**config.mk**
```make
export PLATFORM = sky130hd
export DESIGN_NAME = vpio_outbuf
export DESIGN_NICKNAME = d
export VERILOG_FILES = /design/src/vpio_pkg.sv /design/src/vpio_outbuf.sv
export SDC_FILE = /design/constraint.sdc
export NUM_CORES = 1
export LEC_CHECK = 0
export ABC_CLOCK_PERIOD_IN_PS = 1600
export BUFFER_PORTS_ARGS = -buffer_cell sky130_fd_sc_hd__buf_2
export CAP_MARGIN = 20
export CELL_PAD_IN_SITES_DETAIL_PLACEMENT = 2
export CELL_PAD_IN_SITES_GLOBAL_PLACEMENT = 2
export CORE_MARGIN = 2
export CORE_UTILIZATION = 30
export CTS_CLUSTER_DIAMETER = 200
export CTS_CLUSTER_SIZE = 16
export DETAILED_ROUTE_END_ITERATION = 10
export GPL_TIMING_DRIVEN = 1
export PLACE_DENSITY = 0.8
export SLEW_MARGIN = 40
export SYNTH_ARGS = -nofsm -noshare
export SYNTH_HDL_FRONTEND = slang
export SYNTH_SLANG_ARGS = --single-unit
```
**constraint.sdc**
```tcl
create_clock -name clk -period 1.6 [get_ports clk]
set_input_delay 0.16 -clock clk [delete_from_list [all_inputs] [get_ports clk]]
set_output_delay 0.16 -clock clk [all_outputs]
set_load 0.005 [all_outputs]
```
**src/vpio_pkg.sv**
```systemverilog
// ----------------------------------------------------------------------------
// vpio_pkg
// types and constants of the video port and parallel port decoder
// ----------------------------------------------------------------------------
package vpio_pkg;

  localparam int VRAM_ADDR_BITS = 14;
  localparam int VRAM_DEPTH     = 1 << VRAM_ADDR_BITS;

  typedef logic [VRAM_ADDR_BITS-1:0] vaddr_t;

  // item modes
  localparam logic [1:0] MODE_READ  = 2'd0;
  localparam logic [1:0] MODE_WRITE = 2'd1;
  localparam logic [1:0] MODE_TICK  = 2'd2;

  // port numbers
  localparam logic [7:0] PORT_SLOT     = 8'ha8;
  localparam logic [7:0] PORT_B        = 8'ha9;
  localparam logic [7:0] PORT_C        = 8'haa;
  localparam logic [7:0] PORT_PPI_CTRL = 8'hab;
  localparam logic [7:0] PORT_VDP_DATA = 8'h98;
  localparam logic [7:0] PORT_VDP_CTRL = 8'h99;

  // second control byte commands (bits 7..6)
  localparam logic [1:0] CMD_READ = 2'b00;
  localparam logic [1:0] CMD_REG  = 2'b10;

  // ppi control bits
  localparam int CTRL_C_LO_IN = 0;
  localparam int CTRL_B_IN    = 1;
  localparam int CTRL_C_HI_IN = 3;
  localparam int CTRL_A_IN    = 4;
  localparam int CTRL_MODE    = 7;

  // video status and interrupt enable
  localparam logic [7:0] STATUS_VBLANK = 8'h80;
  localparam logic [7:0] STATUS_KEEP   = 8'h1f;
  localparam int         REG_IE        = 1;
  localparam int         IE_BIT        = 5;

  localparam logic [7:0]  BYTE_ONES = 8'hff;
  localparam logic [15:0] NO_KEYS   = 16'hffff;

  typedef struct packed {
    logic [1:0]  mode;
    logic [7:0]  port;
    logic [7:0]  wdata;
    logic [15:0] key_code;
  } item_t;

  typedef struct packed {
    logic [7:0] rdata;
    logic       irq;
    logic [7:0] mapped_slots;
  } result_t;

  typedef struct packed {
    logic       we;
    logic       re;
    vaddr_t     waddr;
    vaddr_t     raddr;
    logic [7:0] wdata;
  } ram_req_t;

endpackage

```
**src/vpio_outbuf.sv**
```systemverilog
// ----------------------------------------------------------------------------
// vpio_outbuf
// result register with one skid entry
// ----------------------------------------------------------------------------
module vpio_outbuf (
  input  logic               clk,
  input  logic               rst,
  input  logic               fire,
  input  vpio_pkg::result_t  din,
  output logic               full,
  output logic               result_valid,
  input  logic               result_stall,
  output vpio_pkg::result_t  result
);

  logic              skid_valid;
  vpio_pkg::result_t skid;
  logic              taken;
  logic              to_main;

  assign taken   = result_valid && !result_stall;
  assign to_main = !result_valid || !result_stall;
  assign full    = skid_valid;

  always_ff @(posedge clk) begin
    if (rst) begin
      result_valid <= 1'b0;
      skid_valid   <= 1'b0;
    end else begin
      if (taken) begin
        result_valid <= skid_valid;
        skid_valid   <= 1'b0;
      end
      if (fire) begin
        if (to_main) begin
          result_valid <= 1'b1;
        end else begin
          skid_valid <= 1'b1;
        end
      end
    end
  end

  always_ff @(posedge clk) begin
    if (taken && skid_valid) begin
      result <= skid;
    end else if (fire && to_main) begin
      result <= din;
    end
    if (fire && !to_main) begin
      skid <= din;
    end
  end

endmodule

```
==> impl_metrics.env <==
export IMPL_h_tree_depth=2
export IMPL_worstMarginPinSlew_ns=0.321
export IMPL_firstDrtPassIters=4
export IMPL_r2r_end="result[2]"
export IMPL_finalHoldViolCount=0
export IMPL_fin_crit_sh=0.907
export IMPL_synth_cell_types=12
export IMPL_fmax_mhz=689
export IMPL_cts_tree="yes"
export IMPL_outcome="complete, no violations"
export IMPL_grt_pass1_vias=831
export IMPL_ctsHoldBuffers=0
export IMPL_end_kind="register"
export IMPL_hold_path_class="in2reg"
export IMPL_power_density_nw_per_um2=1060
export IMPL_cts_root_buf="clkbuf_8"
export IMPL_setup_viol=0
export IMPL_io_pins=40
export IMPL_critPathKind="reg2reg"
export IMPL_relSlewSlack=0.786
export IMPL_rrSetupSlack_ns=0.15
export IMPL_cp_arrival_ns=1.48
export IMPL_clockBufferDepth=2
export IMPL_syn_num_nets=85
export IMPL_leakage_nw=0.720
export IMPL_tns_ns=0
export IMPL_final_nets=133
export IMPL_worst_slack_ns=0.149
export IMPL_io_buffers=39
export IMPL_gp_congestion=0.662
export IMPL_n_antenna_cell=0
export IMPL_routedWlPerCell_um=15.9
export IMPL_ys_seq_elements=36
export IMPL_timing_rr_start="result_valid"
export IMPL_grt_usage=0.117
export IMPL_antenna_left=0
export IMPL_die_height_um=71.5
export IMPL_synth_area_per_cell_um2=21.4
export IMPL_cp_endpoint="result[2]"
export IMPL_rsz0062_at_grt="false"
export IMPL_pre_cts_slack_ns=0.142
export IMPL_core_um2=4380
export IMPL_netlist_area_um2=1370
export IMPL_start_kind="register"
export IMPL_path_clk_slew_ns=0.06
export IMPL_synthToLayoutAreaGrowth_pct=26.0
export IMPL_worstSkewPairLatency_ns=0.28
export IMPL_detail_route_vias_per_cell=4.52
export IMPL_hold_path_cell_count=2
export IMPL_seq_area_frac_synth=0.776
export IMPL_wl_um=2620
export IMPL_most_common_layout_cells="buf_2 (39), edfxtp_1 (34), mux2_4 (10)"
export IMPL_die_area_um2=5110
export IMPL_final_common_cell="buf_2"
export IMPL_critPathMaxFanout=17
export IMPL_rows=24
export IMPL_drive_above_1_share=0.584
export IMPL_synth_area_leaders="edfxtp_1 (75%), mux2_4 (11%), mux2_2 (5.8%), dfxtp_1 (2.9%), a21oi_1 (1.5%)"
export IMPL_floorplan_initialDensity=0.312
export IMPL_whs_ns=0.0568
export IMPL_grt_max_degree=18
export IMPL_syn_inst=64
export IMPL_reg2reg_depth=2
export IMPL_synth_top_area_share=0.747
export IMPL_cts_setup_buffers=0
export IMPL_cts_buffers=5
export IMPL_grt_antenna_before_repair=0
export IMPL_slew_viol_final=0
export IMPL_peakVddDrop_v=0.000265
export IMPL_die_w_um=71.5
export IMPL_finalClockSkew_ns=0.00317
export IMPL_drc=0
export IMPL_post_cts_resized=0
export IMPL_critPathLaunch="result_valid"
export IMPL_final_area_um2=1720
export IMPL_cp_data_required_time_ns=1.63
export IMPL_clock_sinks=36
export IMPL_post_route_util=0.393
export IMPL_yosysTopAreaCell="edfxtp_1"
export IMPL_period_needed_ns=1.45
export IMPL_via_count=746
export IMPL_drt_initial_drc_count=55
export IMPL_grt_pass1_wl_um=4230
export IMPL_gr_total_overflow=0
export IMPL_yosysWarnings=0
export IMPL_maxCapViolCount=0
export IMPL_dpl_cell_area_um2=1640
==> power by group <==
group	internal, W	total (W)	switching [W]
Combinational	0.0000734	0.000136	0.0000629
Clock	0.000303	0.000594	0.000291
Sequential	0.00108	0.00110	0.0000158
==> sequential cells by signal, indices dropped and copies added (netlist names), named ones only <==
| register | cells |
|---|---|
| result | 17 |
| skid | 17 |
| result_valid | 1 |
==> final cells by class <==
class / count / area [um2]
inverters: 1 / 3.75
well taps: 52 / 65.1
flip-flops and latches: 36 / 1060
repair buffers: 42 / 218
multi-input cells: 26 / 295
clock buffers: 7 / 76.3
clock inverters: 1 / 3.75
fillers: 445 / 2660
==> metrics by stage <==
step / instances / power (W)
after floorplan: 64 / 0.00117
after detailed placement: 157 / 0.00126
final: 165 / 0.00183
after global placement: 157 / 0.00125
after CTS: 165 / 0.00186
after global routing: 165 / 0.00190
==> Yosys cell counts (all sizes together) <==
library cell,n
edfxtp,34
mux2,17
a21oi,4
dfxtp,2
and3,1
buf,1
inv,1
nand3b,1
nor2b,1
nor3,1
o21ai,1
==> logic make-up after synthesis <==
family / count (synthesis) / share of synthesized area
compound gates: 5 / 0.0183
buf+inv: 2 / 0.0110
flops: 36 / 0.776
mux: 17 / 0.167
simple gates: 4 / 0.0275
==> routing by layer <==
| layer | up-vias | wire length, um | GRT usage |
|---|---|---|---|
| li1 | 345 | - | - |
| met1 | 362 | 1130 | 0.137 |
| met2 | 33 | 1240 | 0.179 |
| met3 | 6 | 183 | 0.0422 |
| met4 | 0 | 65 | 0.0818 |
| met5 | - | 0 | 0 |
==> worst min path at each step <==
stage          start           end  slack (ns)
2_1_floorplan    rst  result_valid        0.23
3_3_place_gp     rst  result_valid        0.34
3_5_place_dp     rst  result_valid        0.35
4_1_cts          rst  result_valid        0.05
5_1_grt          rst  result_valid        0.05
6_report         rst  result_valid        0.06
==> worst max-delay path, stage by stage (launching register included) <==
cell	delay, ns
dfxtp_1	0.48
nand3b_4	0.32
mux2_2	0.38
Note: power is estimated with default switching activity, not from simulation.
