**config.mk**
```make
export PLATFORM = sky130hd
export DESIGN_NAME = vpio_core
export DESIGN_NICKNAME = d
export VERILOG_FILES = /design/src/vpio_pkg.sv /design/src/vpio_core.sv
export SDC_FILE = /design/constraint.sdc
export NUM_CORES = 1
export LEC_CHECK = 0
export BUFFER_PORTS_ARGS = -buffer_cell sky130_fd_sc_hd__buf_2
export CORE_ASPECT_RATIO = 0.8
export CORE_MARGIN = 4
export CORE_UTILIZATION = 51
export CTS_BUF_LIST = sky130_fd_sc_hd__clkbuf_8 sky130_fd_sc_hd__clkbuf_16
export DETAILED_ROUTE_END_ITERATION = 6
export PLACE_DENSITY = 0.73
export SLEW_MARGIN = 20
export SYNTH_ARGS = -nofsm -noshare
export SYNTH_HDL_FRONTEND = slang
export SYNTH_SLANG_ARGS = --single-unit
```
**constraint.sdc**
```tcl
create_clock -name clk -period 1.8 [get_ports clk]
set_input_delay 0.18 -clock clk [delete_from_list [all_inputs] [get_ports clk]]
set_output_delay 0.18 -clock clk [all_outputs]
set_load 0.03 [all_outputs]
```
**src/vpio_pkg.sv**
```systemverilog
// ----------------------------------------------------------------------------
// vpio_pkg
// types and constants of the video port and parallel port decoder
// ----------------------------------------------------------------------------
package vpio_pkg;

  localparam int VRAM_ADDR_BITS = 14;
  localparam int VRAM_DEPTH     = 1 << VRAM_ADDR_BITS;

  typedef logic [VRAM_ADDR_BITS-1:0] vaddr_t;

  // item modes
  localparam logic [1:0] MODE_READ  = 2'd0;
  localparam logic [1:0] MODE_WRITE = 2'd1;
  localparam logic [1:0] MODE_TICK  = 2'd2;

  // port numbers
  localparam logic [7:0] PORT_SLOT     = 8'ha8;
  localparam logic [7:0] PORT_B        = 8'ha9;
  localparam logic [7:0] PORT_C        = 8'haa;
  localparam logic [7:0] PORT_PPI_CTRL = 8'hab;
  localparam logic [7:0] PORT_VDP_DATA = 8'h98;
  localparam logic [7:0] PORT_VDP_CTRL = 8'h99;

  // second control byte commands (bits 7..6)
  localparam logic [1:0] CMD_READ = 2'b00;
  localparam logic [1:0] CMD_REG  = 2'b10;

  // ppi control bits
  localparam int CTRL_C_LO_IN = 0;
  localparam int CTRL_B_IN    = 1;
  localparam int CTRL_C_HI_IN = 3;
  localparam int CTRL_A_IN    = 4;
  localparam int CTRL_MODE    = 7;

  // video status and interrupt enable
  localparam logic [7:0] STATUS_VBLANK = 8'h80;
  localparam logic [7:0] STATUS_KEEP   = 8'h1f;
  localparam int         REG_IE        = 1;
  localparam int         IE_BIT        = 5;

  localparam logic [7:0]  BYTE_ONES = 8'hff;
  localparam logic [15:0] NO_KEYS   = 16'hffff;

  typedef struct packed {
    logic [1:0]  mode;
    logic [7:0]  port;
    logic [7:0]  wdata;
    logic [15:0] key_code;
  } item_t;

  typedef struct packed {
    logic [7:0] rdata;
    logic       irq;
    logic [7:0] mapped_slots;
  } result_t;

  typedef struct packed {
    logic       we;
    logic       re;
    vaddr_t     waddr;
    vaddr_t     raddr;
    logic [7:0] wdata;
  } ram_req_t;

endpackage

```
**src/vpio_core.sv**
```systemverilog
// ----------------------------------------------------------------------------
// vpio_core
// port decode, latches, video control state and read-ahead forwarding
// ----------------------------------------------------------------------------
module vpio_core (
  input  logic                clk,
  input  logic                rst,
  input  logic                fire,
  input  vpio_pkg::item_t     item,
  input  logic [7:0]          ram_q,
  output vpio_pkg::ram_req_t  ram_req,
  output vpio_pkg::result_t   result
);

  logic [7:0]       slot_select, slot_select_next;
  logic [7:0]       port_b_latch, port_b_latch_next;
  logic [7:0]       port_c_latch, port_c_latch_next;
  logic [7:0]       ppi_control, ppi_control_next;
  logic [7:0]       video_regs [8];
  logic [7:0]       video_regs_next [8];
  logic [7:0]       video_status, video_status_next;
  logic [7:0]       first_byte_latch, first_byte_latch_next;
  logic             second_byte_pending, second_byte_pending_next;
  vpio_pkg::vaddr_t video_address, video_address_next;
  logic [7:0]       read_ahead, read_ahead_next;
  logic             ra_pending, ra_pending_next;
  logic [15:0]      pressed_keys, pressed_keys_next;
  logic             irq_pending, irq_pending_next;

  logic [7:0]       ra_eff;
  logic [7:0]       rdata;
  logic [3:0]       row;
  logic [7:0]       key_bits;
  vpio_pkg::vaddr_t addr_inc;
  vpio_pkg::vaddr_t new_addr;
  logic [15:0]      addr_word;

  // refill data is still in the ram output register
  assign ra_eff    = ra_pending ? ram_q : read_ahead;
  assign addr_inc  = video_address + 1'b1;
  assign addr_word = {item.wdata, first_byte_latch};
  assign new_addr  = addr_word[vpio_pkg::VRAM_ADDR_BITS-1:0];

  // keyboard matrix scan, two keys at most
  always_comb begin
    row      = ppi_control[vpio_pkg::CTRL_C_LO_IN] ? 4'd0 : port_c_latch[3:0];
    key_bits = '0;
    if (pressed_keys[7:4] == row && !pressed_keys[3]) begin
      key_bits[pressed_keys[2:0]] = 1'b1;
    end
    if (pressed_keys[15:12] == row && !pressed_keys[11]) begin
      key_bits[pressed_keys[10:8]] = 1'b1;
    end
  end

  always_comb begin
    slot_select_next         = slot_select;
    port_b_latch_next        = port_b_latch;
    port_c_latch_next        = port_c_latch;
    ppi_control_next         = ppi_control;
    video_regs_next          = video_regs;
    video_status_next        = video_status;
    first_byte_latch_next    = first_byte_latch;
    second_byte_pending_next = second_byte_pending;
    video_address_next       = video_address;
    read_ahead_next          = ra_eff;
    ra_pending_next          = 1'b0;
    pressed_keys_next        = pressed_keys;
    irq_pending_next         = irq_pending;
    ram_req                  = '0;
    rdata                    = vpio_pkg::BYTE_ONES;

    if (fire) begin
      case (item.mode)
        vpio_pkg::MODE_READ: begin
          case (item.port)
            vpio_pkg::PORT_SLOT: begin
              rdata = ppi_control[vpio_pkg::CTRL_A_IN] ? vpio_pkg::BYTE_ONES : slot_select;
            end
            vpio_pkg::PORT_B: begin
              rdata = ppi_control[vpio_pkg::CTRL_B_IN] ? ~key_bits : port_b_latch;
            end
            vpio_pkg::PORT_C: begin
              rdata[3:0] = ppi_control[vpio_pkg::CTRL_C_LO_IN] ? 4'hf : port_c_latch[3:0];
              rdata[7:4] = ppi_control[vpio_pkg::CTRL_C_HI_IN] ? 4'hf : port_c_latch[7:4];
            end
            vpio_pkg::PORT_PPI_CTRL: begin
              rdata = ppi_control;
            end
            vpio_pkg::PORT_VDP_DATA: begin
              rdata                    = ra_eff;
              ram_req.re               = 1'b1;
              ram_req.raddr            = video_address;
              video_address_next       = addr_inc;
              ra_pending_next          = 1'b1;
              second_byte_pending_next = 1'b0;
            end
            vpio_pkg::PORT_VDP_CTRL: begin
              rdata             = video_status;
              video_status_next = video_status & vpio_pkg::STATUS_KEEP;
              irq_pending_next  = 1'b0;
            end
            default: begin
            end
          endcase
        end
        vpio_pkg::MODE_WRITE: begin
          case (item.port)
            vpio_pkg::PORT_SLOT:     slot_select_next  = item.wdata;
            vpio_pkg::PORT_B:        port_b_latch_next = item.wdata;
            vpio_pkg::PORT_C:        port_c_latch_next = item.wdata;
            vpio_pkg::PORT_PPI_CTRL: begin
              if (item.wdata[vpio_pkg::CTRL_MODE]) begin
                ppi_control_next = item.wdata;
              end else begin
                port_c_latch_next[item.wdata[3:1]] = item.wdata[0];
              end
            end
            vpio_pkg::PORT_VDP_DATA: begin
              ram_req.we               = 1'b1;
              ram_req.waddr            = video_address;
              ram_req.wdata            = item.wdata;
              video_address_next       = addr_inc;
              second_byte_pending_next = 1'b0;
              read_ahead_next          = item.wdata;
            end
            vpio_pkg::PORT_VDP_CTRL: begin
              if (second_byte_pending) begin
                second_byte_pending_next = 1'b0;
                video_address_next       = new_addr;
                if (item.wdata[7:6] == vpio_pkg::CMD_REG) begin
                  video_regs_next[item.wdata[2:0]] = first_byte_latch;
                end else if (item.wdata[7:6] == vpio_pkg::CMD_READ) begin
                  ram_req.re         = 1'b1;
                  ram_req.raddr      = new_addr;
                  video_address_next = new_addr + 1'b1;
                  ra_pending_next    = 1'b1;
                end
              end else begin
                second_byte_pending_next = 1'b1;
                first_byte_latch_next    = item.wdata;
              end
            end
            default: begin
            end
          endcase
        end
        vpio_pkg::MODE_TICK: begin
          video_status_next = video_status | vpio_pkg::STATUS_VBLANK;
          if (video_regs[vpio_pkg::REG_IE][vpio_pkg::IE_BIT]) begin
            irq_pending_next = 1'b1;
          end
          pressed_keys_next = item.key_code;
        end
        default: begin
        end
      endcase
    end
  end

  always_comb begin
    result.rdata        = rdata;
    result.irq          = irq_pending_next;
    result.mapped_slots = ppi_control_next[vpio_pkg::CTRL_A_IN] ? 8'h00 : slot_select_next;
  end

  always_ff @(posedge clk) begin
    if (rst) begin
      slot_select         <= '0;
      port_b_latch        <= '0;
      port_c_latch        <= '0;
      ppi_control         <= '0;
      video_regs          <= '{default: '0};
      video_status        <= '0;
      first_byte_latch    <= '0;
      second_byte_pending <= 1'b0;
      video_address       <= '0;
      read_ahead          <= '0;
      ra_pending          <= 1'b0;
      pressed_keys        <= vpio_pkg::NO_KEYS;
      irq_pending         <= 1'b0;
    end else begin
      slot_select         <= slot_select_next;
      port_b_latch        <= port_b_latch_next;
      port_c_latch        <= port_c_latch_next;
      ppi_control         <= ppi_control_next;
      video_regs          <= video_regs_next;
      video_status        <= video_status_next;
      first_byte_latch    <= first_byte_latch_next;
      second_byte_pending <= second_byte_pending_next;
      video_address       <= video_address_next;
      read_ahead          <= read_ahead_next;
      ra_pending          <= ra_pending_next;
      pressed_keys        <= pressed_keys_next;
      irq_pending         <= irq_pending_next;
    end
  end

endmodule

```
==> results of run 1 <==
## how the worst min path moves through the flow
stage | start | end | slack (ps) | cells past startpoint
6_report | item[15] | pressed_keys[15] | 30 | 2
5_1_grt | item[8] | pressed_keys[8] | 40 | 2
4_1_cts | item[15] | pressed_keys[15] | 30 | 2
3_5_place_dp | item[15] | pressed_keys[15] | 390 | 2
3_3_place_gp | item[15] | pressed_keys[15] | 380 | 2
2_1_floorplan | item[15] | pressed_keys[15] | 300 | 1
## cells by family (layout without fill, tap and decap cells)
family                   after synthesis  after routing  synth area share [%]
adder cells (fa/ha/maj)                3              3                 0.701
AO/OA/AOI/OAI                        156            156                  20.2
XOR/XNOR                              14             14                  2.29
multiplexers                          37             38                  7.05
buffers and inverters                 63            267                  5.04
AND/OR/NAND/NOR                      335            335                  33.7
flip-flops                            83             83                  31.0
## metrics by stage
stage                     util (%)  instances  setup TNS (ps)  total power, µW
final                         81.0       1036           -5450             4300
after floorplan                  -        691           -1370             2130
after detailed placement      66.4        987           -9360             2320
after global placement        66.4        987           -5370             2310
after global routing          81.0       1036           -8260             4410
after CTS                     75.5       1015           -3530             4260
## sequential cells by signal, indices dropped and copies added (netlist names)
| register | cells |
|---|---|
| irq_pending | 1 |
| video_address | 14 |
| second_byte_pending | 1 |
| video_status | 1 |
| port_b_latch | 8 |
| ppi_control | 8 |
| slot_select | 8 |
| ra_pending | 1 |
| video_regs | 1 |
| port_c_latch | 8 |
| pressed_keys | 16 |
| read_ahead | 8 |
| first_byte_latch | 8 |
## repair_timing
action                                  4_1_cts  5_1_grt
pin swaps                                    27       33
setup buffers                                 8       20
resized for setup                           124      114
endpoints found under the setup margin       53       55
hold buffers                                  0        0
gates cloned                                  4        1
## Yosys cell counts (7+ instances only)
library cell	n
mux2i_1	31
a221oi_1	7
xnor2_1	10
nand3_1	20
o21ai_1	17
clkbuf_1	30
and2_1	21
a211oi_1	13
buf_2	12
o41ai_1	7
o211ai_1	11
nand2_1	78
nor3_1	21
dfxtp_1	83
inv_1	13
a22oi_1	14
a21oi_1	31
nor2b_1	10
o21ai_0	15
nor2_1	98
nand2b_1	10
nand3b_1	16
nor3b_1	7
## power by group
group | leakage, µW | switching (µW) | internal [µW]
sequential | 0.000672 | 24.9 | 1850
clock | 0.000154 | 842 | 1090
combinational | 0.00240 | 291 | 193
## routing by layer
layer  vias up  track usage [%]  share of wire, %
met2       413             49.9                44
met4         0             9.38               3.4
li1       2903                -                 -
met5         -                0                 0
met1      3062             47.5                41
met3        79             6.59                11
## worst reg2reg max path, cell delays in order (launching register included)
cell	delay [ps]
dfxtp_1	470
nand2_1	190
nor3_1	230
buf_4	170
nand3_1	90
or4_1	430
o211ai_1	100
## layout make-up
type,instances,area share [%]
clock buffer,9,2.72
timing repair buffer,233,23.8
timing repair inverter,3,0.272
sequential,83,20.1
multi-input combinational,546,49.3
tap,140,2.11
inverter,15,0.770
clock inverter,7,0.921
==> flow_summary.toml, run 1 <==
[placed_design]
preCtsSetupSlack_ps = -230
place_hpwl_um = 14200
gp_congestion = 0.989
place_area_um2 = 6800
io_buffers = 99

[yosys]
ys_warn_count = 0
ys_types = 77
ys_ff_latch = 83
synth_top_flop_cell = "dfxtp_1"
ys_async_sr_fraction_pct = 0
syn_area_um2 = 5360
synth_nets = 739
syn_avg_cell_area_um2 = 7.76
yosysTopAreaCellShare_pct = 31.0
yosys.area.top_type = "dfxtp_1"
synth_edf_count = 0
netlist_top_cells_area = "dfxtp_1 31%, nor2_1 6.9%, mux2i_1 5.8%, nand2_1 5.5%, a21oi_1 2.9%"
synth_cells = 691
ys_seq_area_share_pct = 31.0

[cts]
htreeDepth = 3
numCtsBuffers = 9
clkLatencyLatePin_ps = 340
cts_max_path_buffers = 2
cts-root-buf = "clkbuf_16"
cts.sinks = 83
cts_tree = "built"
clkTransAtPathRegs_ps = 70

[grt]
gr-total-overflow = 0
grt_antenna_before_repair = 0
grt_max_degree = 53
grt_pass1_vias = 5884
track_usage_pct = 32.9
grt_pass1_wl_um = 31400

[timing]
slew_viol_final = 0
worstMarginPinSlew_ps = 540
worst_slack_ps = -557
rsz0062_at_grt = "yes"
post-route-period-util_pct = 131
fin_worst_skew_ps = 4.32
hold_violations = 0
clock.fmax_mhz = 424
whs_ps = 33.4
slew_headroom_pct = 63.9
finalCriticalPeriod_ps = 2360
setup_violations = 44

[worst_setup_path]
slowest_delay_ps = 420
crit_chain = "buf_6, mux2i_1, o22ai_1, a221oi_1, o211ai_1, buf_4"
slowest_stage = "dfxtp_1"
critical_path_depth = 6
worst_setup_path_start_kind = "flop"
r2r-start = "video_address[3]"
cp.required_ps = 1620
reg2reg_depth = 6
worst-path-buf-inv = 2
cp-startpoint = "ra_pending"
crit_fanout = 7
path_class = "reg -> out"
critical_path_arrival_ps = 2180
crit_path_end = "result[15]"
r2r_slack_ps = 50
path_delay_family = "compound AO/OA/AOI/OAI gates"
worst_r2r_endpoint = "video_address[13]"
cp-end-kind = "output pin"

[die]
start_util_pct = 52.3
io_pins = 100
die_w_um = 123
dieHeight_um = 99.7
die-area_um2 = 12200
placementRows = 33
coreArea_um2 = 10200

[layout]
multi_input_area_um2 = 4090
seq_area_um2 = 1670
num-fill-cells = 621
nNetsFinal = 939
final_cell_mix = "123 x buf_4, 79 x dfxtp_1, 72 x nand2_1, 71 x nor2_1, 61 x buf_6"
areaGrowthSynthToFinish_pct = 54.7
drive_gt1_share_pct = 43.4
design_area_um2 = 8290
layout_commonest_cell = "buf_4"
n_antenna_cell = 0

[run_status]
failed_checks = "negative setup slack"
status = "finished with violations"

[drt]
avgRoutedWirePerCell_um = 21.0
vias = 6457
drc = 0
drtIter0Drc = 752
vias_per_cell = 6.23
drt-total-wl_um = 21800
ant_nets = 0
firstDrtPassIters = 6

[flow_run]
maxCapViolCount = 0

[pwr]
p_per_area_nw_per_um2 = 518
ir_drop_mv = 0.520
leakagePower_uw = 0.00323

[min_path]
hold_class = "in -> reg"
Note: power is estimated with default switching activity, not from simulation.
==> run 2: changes to the inputs <==
--- a/config.mk
+++ b/config.mk
@@ -6,12 +6,14 @@
 export NUM_CORES = 1
 export LEC_CHECK = 0
 export BUFFER_PORTS_ARGS = -buffer_cell sky130_fd_sc_hd__buf_2
+export CELL_PAD_IN_SITES_DETAIL_PLACEMENT = 0
+export CELL_PAD_IN_SITES_GLOBAL_PLACEMENT = 1
 export CORE_ASPECT_RATIO = 0.8
 export CORE_MARGIN = 4
-export CORE_UTILIZATION = 51
+export CORE_UTILIZATION = 44
 export CTS_BUF_LIST = sky130_fd_sc_hd__clkbuf_8 sky130_fd_sc_hd__clkbuf_16
 export DETAILED_ROUTE_END_ITERATION = 6
-export PLACE_DENSITY = 0.73
+export PLACE_DENSITY = 0.82
 export SLEW_MARGIN = 20
 export SYNTH_ARGS = -nofsm -noshare
 export SYNTH_HDL_FRONTEND = slang
==> constraint.sdc (replaced) <==
create_clock -name clk -period 2.75 [get_ports clk]
set_input_delay 0.275 -clock clk [delete_from_list [all_inputs] [get_ports clk]]
set_output_delay 0.275 -clock clk [all_outputs]
set_load 0.03 [all_outputs]
==> flow_summary.toml, run 2 (synthesized netlist as in run 1, its figures left out) <==
[timing]
finalCriticalPeriod_ps = 2590
worst_slack_ps = 157
hold_violations = 0
rsz0062_at_grt = "no"
fin_setup_tns_ps = 0
worstMarginPinSlew_ps = 751
whs_ps = 140
setup_violations = 0
slew_viol_final = 0
fin_worst_skew_ps = 6.46
post-route-period-util_pct = 94.3
clock.fmax_mhz = 386
slew_headroom_pct = 49.6

[die]
die_w_um = 131
dieHeight_um = 107
placementRows = 35
coreArea_um2 = 11700
die-area_um2 = 14000
io_pins = 100
start_util_pct = 45.8

[pwr]
switchingPower_uw = 672
clkPwrFrac_pct = 46.9
leakagePower_uw = 0.00248
internal_power_uw = 2080
p_per_area_nw_per_um2 = 434
seqPwrFrac_pct = 44.7
combPwrFrac_pct = 8.3
ir_drop_mv = 0.323
switching_share_pct = 24.4

[drt]
ant_nets = 0
avgRoutedWirePerCell_um = 19.9
firstDrtPassIters = 5
drt-total-wl_um = 18500
drc = 0
drtIter0Drc = 610
vias_per_cell = 5.97
vias = 5555

[grt]
grt_pass1_vias = 5154
grt_util_met1_pct = 41.0
use_met3_pct = 6.66
busiest_layer = "met1"
grt_use_met2_pct = 36.2
grt_antenna_before_repair = 0
track_usage_pct = 26.3
gr-total-overflow = 0
grt_max_degree = 55
grt_pass1_wl_um = 29300

[placed_design]
io_buffers = 99
gp_congestion = 0.965
place_area_um2 = 6020
place_hpwl_um = 13900
preCtsSetupSlack_ps = 338
place_inst = 916

[layout]
largest_register = "pressed_keys"
stdcell_count = 931
drive_gt1_share_pct = 21.5
reg_top3 = "pressed_keys: 16 flops, video_address: 14 flops"
largest_reg_flops = 16
nNetsFinal = 827
design_area_um2 = 6340
layout_commonest_cell = "buf_2"
final_cell_mix = "99 x buf_2, 98 x nor2_1, 82 x dfxtp_1, 78 x nand2_1"
areaGrowthSynthToFinish_pct = 18.3
n_antenna_cell = 0

[cts]
cts_setup_buffers = 0
cts-root-buf = "clkbuf_16"
cts.sinks = 83
cts_max_path_buffers = 2
postCtsHoldBufs = 0
cts_tree = "built"
numCtsBuffers = 9
clkLatencyLatePin_ps = 340
htreeDepth = 3
clkTransAtPathRegs_ps = 60

[worst_setup_path]
worst_r2r_endpoint = "video_address[13]"
crit_chain = "nor3b_1, a211oi_1, o211ai_1, buf_4, o41ai_1, o211ai_1, buf_2"
slowest_stage = "o41ai_1"
r2r-start = "second_byte_pending"
cp.required_ps = 2480
cp-end-kind = "output pin"
crit_fanout = 15
worst_setup_path_start_kind = "flop"
r2r_slack_ps = 650
reg2reg_depth = 4
critical_path_arrival_ps = 2320
worst_path_most_repeated_cell = "o211ai_1"
slowest_delay_ps = 520
path_class = "reg -> out"

[run_status]
status = "finished clean"

[min_path]
holdPathStages = 2
min_from = "item[8]"
hold_end = "pressed_keys[8]"
hold_class = "in -> reg"

[flow_run]
maxCapViolCount = 0
==> run 2: cell type report <==
class / count / area [µm²]
inverter: 15 / 56.3
timing repair buffer: 125 / 691
multi-input combinational: 545 / 3430
sequential: 83 / 1660
fill: 1118 / 5360
clock inverter: 6 / 83.8
clock buffer: 9 / 225
tap: 148 / 185
==> run 2: per-stage QoR <==
stage,total power (µW),utilization [%]
floorplan,1380,-
detailed placement,1480,51.5
CTS,2770,54.1
finish,2750,54.2
global placement,1480,51.5
global route,2840,54.2
==> run 2: worst max path at each step <==
stage,startpoint,endpoint,slack [ps],depth (start not counted)
2_1_floorplan,item[25],ram_req[16],480,8
3_3_place_gp,item[25],result[13],370,8
3_5_place_dp,item[28],result[7],340,8
4_1_cts,ppi_control[0],result[16],140,7
5_1_grt,ppi_control[0],result[16],50,7
6_report,ppi_control[0],result[16],160,7
==> run 2: critical path: cells and delay by family (launching register included) <==
kind / cells / cell delay (ps)
buf+inv: 2 / 390
compound gates: 4 / 1020
flops: 1 / 470
simple gates: 1 / 80
==> run 2: power by group through the flow <==
stage          logic (µW)  registers [µW]  clock network (µW)
4_1_cts               227            1230                1310
3_5_place_dp          226            1260                   0
3_3_place_gp          221            1260                   0
5_1_grt               251            1230                1360
2_1_floorplan         132            1250                   0
6_report              229            1230                1290
==> run 2: metal layers <==
metal  routed length (µm)  up-vias
met5                    0        -
met4                  245        0
met3                 1840       24
met2                 7380      252
met1                 9030     2598
li1                     -     2681
==> run 2: what timing repair did <==
item                                   CTS  global route
pin swaps                                0             0
endpoints found under the hold margin    0             0
resized for setup                        1             1
setup endpoints to repair                1             1
cloned                                   0             0
